`src/spq_pkg.sv`:
```
// Shared constants, codes and types of the stable priority queue.
package spq_pkg;

  localparam int unsigned CAPACITY = 16;
  localparam int unsigned KEY_BITS = 32;
  localparam int unsigned TAG_BITS = 16;

  localparam int unsigned CNT_BITS = $clog2(CAPACITY + 1);
  localparam int unsigned OCC_BITS = 5;
  localparam int unsigned ACT_BITS = 2;
  localparam int unsigned FLT_BITS = 2;

  localparam logic [ACT_BITS-1:0] ACT_INSERT_AFTER  = 2'd0;
  localparam logic [ACT_BITS-1:0] ACT_INSERT_BEFORE = 2'd1;
  localparam logic [ACT_BITS-1:0] ACT_REMOVE        = 2'd2;

  localparam logic [FLT_BITS-1:0] FAULT_NONE  = 2'd0;
  localparam logic [FLT_BITS-1:0] FAULT_FULL  = 2'd1;
  localparam logic [FLT_BITS-1:0] FAULT_EMPTY = 2'd2;

  typedef struct packed {
    logic [KEY_BITS-1:0] key;
    logic [TAG_BITS-1:0] tag;
  } entry_t;

  typedef struct packed {
    logic insert;
    logic front;
    logic remove;
  } cell_ctrl_t;

endpackage

```
`src/spq_cell.sv`:
```
// One storage cell of the sorted shifting store.
module spq_cell (
  input  logic               clk_i,
  input  spq_pkg::cell_ctrl_t ctrl_i,
  input  spq_pkg::entry_t    new_i,
  input  logic               occ_i,
  input  logic               left_go_i,
  input  spq_pkg::entry_t    left_i,
  input  spq_pkg::entry_t    right_i,
  output logic               go_o,
  output spq_pkg::entry_t    q_o
);

  spq_pkg::entry_t entry_q;
  spq_pkg::entry_t entry_d;

  // The cell stays put when it holds a key that belongs ahead of the new one.
  always_comb begin
    if (ctrl_i.front) begin
      go_o = occ_i && (entry_q.key < new_i.key);
    end else begin
      go_o = occ_i && (entry_q.key <= new_i.key);
    end
  end

  always_comb begin
    entry_d = entry_q;
    if (ctrl_i.insert && !go_o) begin
      entry_d = left_go_i ? new_i : left_i;
    end else if (ctrl_i.remove) begin
      entry_d = right_i;
    end
  end

  always_ff @(posedge clk_i) begin
    entry_q <= entry_d;
  end

  assign q_o = entry_q;

endmodule

```
`src/stable_priority_queue.sv`:
```
// Top level of the stable priority queue: cell chain, fill count and result register.
//
// The block takes one action in every cycle: busy stays low, so an action is
// transferred at each rising edge with start high. The result of an action
// appears on the result ports in the next cycle, for exactly one cycle, with
// result_valid_o high; the receiver cannot stall it and must take it then.
// Every cell of the chain makes a single key compare against the incoming
// key. Entries stay sorted by ascending key with the head in the first cell.
// A normal insert lands after all equal keys, a front insert before them,
// and a remove hands out the head while every cell but the last copies its
// right neighbor and the last keeps its own entry. An insert into a full
// queue or a remove from an empty one leaves the store untouched and reports
// a fault. Unused action codes change nothing and report the occupancy.
module stable_priority_queue (
  input  logic                          clk_i,
  input  logic                          rst_ni,
  input  logic                          start,
  output logic                          busy,
  input  logic [spq_pkg::ACT_BITS-1:0]  action_i,
  input  logic [spq_pkg::KEY_BITS-1:0]  key_i,
  input  logic [spq_pkg::TAG_BITS-1:0]  item_tag_i,
  output logic                          result_valid_o,
  output logic                          removed_valid_o,
  output logic [spq_pkg::KEY_BITS-1:0]  removed_key_o,
  output logic [spq_pkg::TAG_BITS-1:0]  removed_tag_o,
  output logic [spq_pkg::OCC_BITS-1:0]  occupancy_o,
  output logic [spq_pkg::FLT_BITS-1:0]  fault_o
);

  localparam int unsigned N = spq_pkg::CAPACITY;

  logic [spq_pkg::CNT_BITS-1:0] count_q;
  logic [spq_pkg::CNT_BITS-1:0] count_d;

  logic                          is_insert;
  logic                          is_remove;
  logic                          full;
  logic                          empty;
  logic [spq_pkg::FLT_BITS-1:0]  fault_d;
  spq_pkg::cell_ctrl_t           ctrl;
  spq_pkg::entry_t               new_entry;

  spq_pkg::entry_t cell_q   [N];
  logic [N-1:0]    cell_go;
  logic [N-1:0]    cell_occ;

  // The block never holds off an action.
  assign busy = 1'b0;

  assign full  = (count_q == spq_pkg::CNT_BITS'(N));
  assign empty = (count_q == '0);

  assign is_insert = start && ((action_i == spq_pkg::ACT_INSERT_AFTER) ||
                               (action_i == spq_pkg::ACT_INSERT_BEFORE));
  assign is_remove = start && (action_i == spq_pkg::ACT_REMOVE);

  // Faulted actions reach the cells as no-ops, so the store keeps its contents.
  assign ctrl.insert = is_insert && !full;
  assign ctrl.front  = (action_i == spq_pkg::ACT_INSERT_BEFORE);
  assign ctrl.remove = is_remove && !empty;

  assign new_entry.key = key_i;
  assign new_entry.tag = item_tag_i;

  always_comb begin
    count_d = count_q;
    fault_d = spq_pkg::FAULT_NONE;
    if (is_insert && full) begin
      fault_d = spq_pkg::FAULT_FULL;
    end else if (is_remove && empty) begin
      fault_d = spq_pkg::FAULT_EMPTY;
    end
    if (ctrl.insert) begin
      count_d = count_q + 1'b1;
    end else if (ctrl.remove) begin
      count_d = count_q - 1'b1;
    end
  end

  // Each cell sees its left neighbor's decision and data and its right
  // neighbor's data. The first cell treats the incoming entry as its left
  // side, and the last cell holds its own entry when the chain shifts left.
  for (genvar i = 0; i < N; i++) begin : g_cell
    spq_pkg::entry_t left_entry;
    spq_pkg::entry_t right_entry;
    logic            left_go;

    assign cell_occ[i] = (spq_pkg::CNT_BITS'(i) < count_q);

    if (i == 0) begin : g_first
      assign left_go    = 1'b1;
      assign left_entry = new_entry;
    end else begin : g_inner
      assign left_go    = cell_go[i-1];
      assign left_entry = cell_q[i-1];
    end

    if (i == N - 1) begin : g_last
      assign right_entry = cell_q[i];
    end else begin : g_mid
      assign right_entry = cell_q[i+1];
    end

    spq_cell u_cell (
      .clk_i     (clk_i),
      .ctrl_i    (ctrl),
      .new_i     (new_entry),
      .occ_i     (cell_occ[i]),
      .left_go_i (left_go),
      .left_i    (left_entry),
      .right_i   (right_entry),
      .go_o      (cell_go[i]),
      .q_o       (cell_q[i])
    );
  end

  always_ff @(posedge clk_i or negedge rst_ni) begin
    if (!rst_ni) begin
      count_q         <= '0;
      result_valid_o  <= 1'b0;
      removed_valid_o <= 1'b0;
      fault_o         <= spq_pkg::FAULT_NONE;
    end else begin
      count_q         <= count_d;
      result_valid_o  <= start;
      removed_valid_o <= ctrl.remove;
      fault_o         <= fault_d;
    end
  end

  // Payload of the result register; the head is captured before it shifts out.
  always_ff @(posedge clk_i) begin
    if (ctrl.remove) begin
      removed_key_o <= cell_q[0].key;
      removed_tag_o <= cell_q[0].tag;
    end else begin
      removed_key_o <= '0;
      removed_tag_o <= '0;
    end
    occupancy_o <= spq_pkg::OCC_BITS'(count_d);
  end

endmodule
```
`config.mk`:
```
export PLATFORM = sky130hd
export DESIGN_NAME = stable_priority_queue
export DESIGN_NICKNAME = d
export VERILOG_FILES = /design/src/spq_pkg.sv /design/src/spq_cell.sv /design/src/stable_priority_queue.sv
export SDC_FILE = /design/constraint.sdc
export NUM_CORES = 2
export LEC_CHECK = 0
export BUFFER_PORTS_ARGS = -buffer_cell sky130_fd_sc_hd__buf_2
export CAP_MARGIN = 20
export CORE_ASPECT_RATIO = 0.5
export CORE_MARGIN = 5
export CORE_UTILIZATION = 30
export CTS_CLUSTER_SIZE = 40
export DETAILED_ROUTE_END_ITERATION = 10
export PLACE_DENSITY = 0.52
export SETUP_SLACK_MARGIN = 0.02
export SLEW_MARGIN = 20
export SYNTH_ARGS = -nofsm -noshare
export SYNTH_HDL_FRONTEND = slang
export SYNTH_HIERARCHICAL = 1
export SYNTH_SLANG_ARGS = --single-unit
```
`constraint.sdc`:
```
create_clock -name clk_i -period 4 [get_ports clk_i]
set_input_delay 0.8 -clock clk_i [delete_from_list [all_inputs] [get_ports clk_i]]
set_output_delay 0.8 -clock clk_i [all_outputs]
set_load 0.05 [all_outputs]
```
==> flow_summary_export.csv <==
group,metric,value,unit
run_status,status,"finished clean",
critical_path,cp-end-kind,"flip-flop",
critical_path,worst_path_largest_cell_delay,0.49,ns
timing,clock_skew,0.0217,ns
routing,ant_nets,0,
hold_path,hold_end,"result_valid_o",
timing,drv_slew,0,
clocking,postCtsSetupBuffers,0,
critical_path,start_kind,"primary input",
critical_path,worstPathArrival,4.09,ns
routing,post_drt_wl_per_cell,20.8,µm
critical_path,crit_type,"primary input to flip-flop",
timing,fmax,275,MHz
critical_path,cp_slowest_cell,"buf_2",
hold_path,min_path_cells,1,
final_layout,finalInstanceArea,67200,µm²
clocking,cts.sinks,830,
floorplan,dieHeight,319,µm
job,cap_violations,0,
power,power,38.2,mW
timing,maxSlewHeadroom,33.3,%
global_routing,grt_max_degree,56,
final_layout,area_delta_synth_final,17.0,%
final_layout,final_cells,7495,
clocking,clk_pin_slew_worst_paths,0.06,ns
timing,grt_setup_unrepaired,"false",
global_routing,grt_use_total,15.1,%
routing,route.detailed.drc,0,
timing,hold_slack,0.312,ns
critical_path,r2r_cells,11,
clocking,cts.path.max_buffers,3,
critical_path,cp_max_fo,32,
routing,via_per_inst,4.98,
final_layout,mostFrequentLayoutCell,"mux2_2",
critical_path,path_cells,"buf_2, inv_1, ha_1, a21o_1, a21oi_1, a211oi_1, buf_4, o41a_1, nor2_1, o21a_2, buf_12, mux2_2, mux2_2",
floorplan,io_pins,111,
global_routing,antenna_found_initial,14,
placement,numPlacedInstances,7314,
critical_path,critPathTopFamily,"compound AO/OA/AOI/OAI gates",
global_routing,grt_overflow,0,
logic_synthesis,synth_warnings,6,
global_routing,grt_first_pass_wirelength,239000,µm
critical_path,worst_ep_required_time,4.45,ns
clocking,htreeDepth,3,
final_layout,layout_common_cells,"mux2_2, edfxtp_1, inv_1",
timing,fin_crit_sh,91.0,%
critical_path,worst-path-buf-inv,4,
final_layout,drive_above_1_share,43.6,%
placement,port_buffers,109,
floorplan,core_area,190000,µm²
floorplan,die_area,201000,µm²
placement,dp_hpwl,122000,µm
hold_path,worstHoldStart,"start",
power,power.leakage,27.5,nW
critical_path,regToRegSetupSlack,0.61,ns
global_routing,grt_pass1_vias,38948,
routing,vias,37353,
floorplan,rows,113,
clocking,cts_tree,"built",
critical_path,regToRegStartpoint,"g_cell[1].u_cell/q_o[39]",
timing,timing.final.crit_period,3.64,ns
routing,drt_iter0_markers,2224,
logic_synthesis,synthCells,4523,
placement,globalplace.congestion,0.836,
critical_path,crit_top_cell,"mux2_2",
logic_synthesis,avgSynthCellArea,12.7,µm²
floorplan,die_w,629,µm
clocking,root_buffer,"clkbuf_16",
floorplan,initial_core_util,30.2,%
critical_path,r2r_end,"g_cell[2].u_cell/q_o[2]",
clocking,ctsHoldBuffers,1,
power,power_density,568,nW/µm²
timing,setup_viol,0,
hold_path,hold_path_class,"primary input to flip-flop",
clocking,clock_latency,0.70,ns
power,vdd_ir_drop_max,0.000373,V
routing,drt-total-wl,156000,µm
timing,hold_violations,0,
logic_synthesis,syn_area,57500,µm²
timing,tightest_slew,1.00,ns
clocking,cts_buffers,95,
routing,first_pass_iters,7,
final_layout,layout.nets,5451,
placement,placed_area,64100,µm²
clocking,cts_resized,0,
==> stage by stage <==
step           setup TNS [ns]  setup WS (ns)  util, %
5_1_grt                     0          0.259     35.3
2_1_floorplan               0          0.132        -
3_5_place_dp          -182.05         -0.322     33.7
6_report                    0          0.359     35.3
3_3_place_gp          -150.09         -0.283     33.7
4_1_cts                     0          0.430     35.3
==> power by group <==
part / switching [mW] / total [mW] / leakage, nW / internal, mW
clock: 3.73 / 8.89 / 1.50 / 5.16
sequential: 1.59 / 13.8 / 7.75 / 12.2
combinational: 7.01 / 15.5 / 18.2 / 8.46
==> sequential cells by signal, summed over array words and instances, names as in the netlist <==
name               cells
count_q                5
fault_o                2
g_cell.u_cell/q_o    768
occupancy_o            5
removed_key_o         32
removed_tag_o         16
removed_valid_o        1
result_valid_o         1
==> per-layer routing <==
metal / share of wire (%) / track usage [%]
met3: 3.8 / 2.07
met4: 2.2 / 3.68
met5: 0.017 / 0
met1: 51 / 22.3
met2: 43 / 23.0
==> cell type report <==
cell class                 count  area, µm²
fill                       18332     123000
multi-input combinational   2970      30100
sequential                   830      24300
timing repair buffer         436       4440
tap                         2530       3170
clock buffer                 116       2520
inverter                     549       2060
clock inverter                55        551
antenna                        9       22.5
==> worst max-delay path by stage <==
stage | depth (start not counted) | end | start | slack [ns]
2_1_floorplan | 9 | g_cell[1].u_cell/q_o[0] | key_i[30] | 0.13
3_3_place_gp | 13 | g_cell[2].u_cell/q_o[2] | key_i[6] | -0.28
3_5_place_dp | 14 | g_cell[14].u_cell/q_o[5] | key_i[6] | -0.32
4_1_cts | 13 | g_cell[2].u_cell/q_o[25] | key_i[6] | 0.43
5_1_grt | 14 | g_cell[14].u_cell/q_o[5] | key_i[6] | 0.26
6_report | 13 | g_cell[2].u_cell/q_o[2] | key_i[6] | 0.36
==> worst reg2reg max path: cells and delay by family (launching register included) <==
kind                     cells  cell delay (ns)
AND/OR/NAND/NOR              3             0.69
adder cells (fa/ha/maj)      1             0.35
multiplexers                 2             0.60
flip-flops                   1             0.44
AO/OA/AOI/OAI                2             0.45
buffers and inverters        3             0.60
No activity file was read; power rests on OpenSTA's default activity.
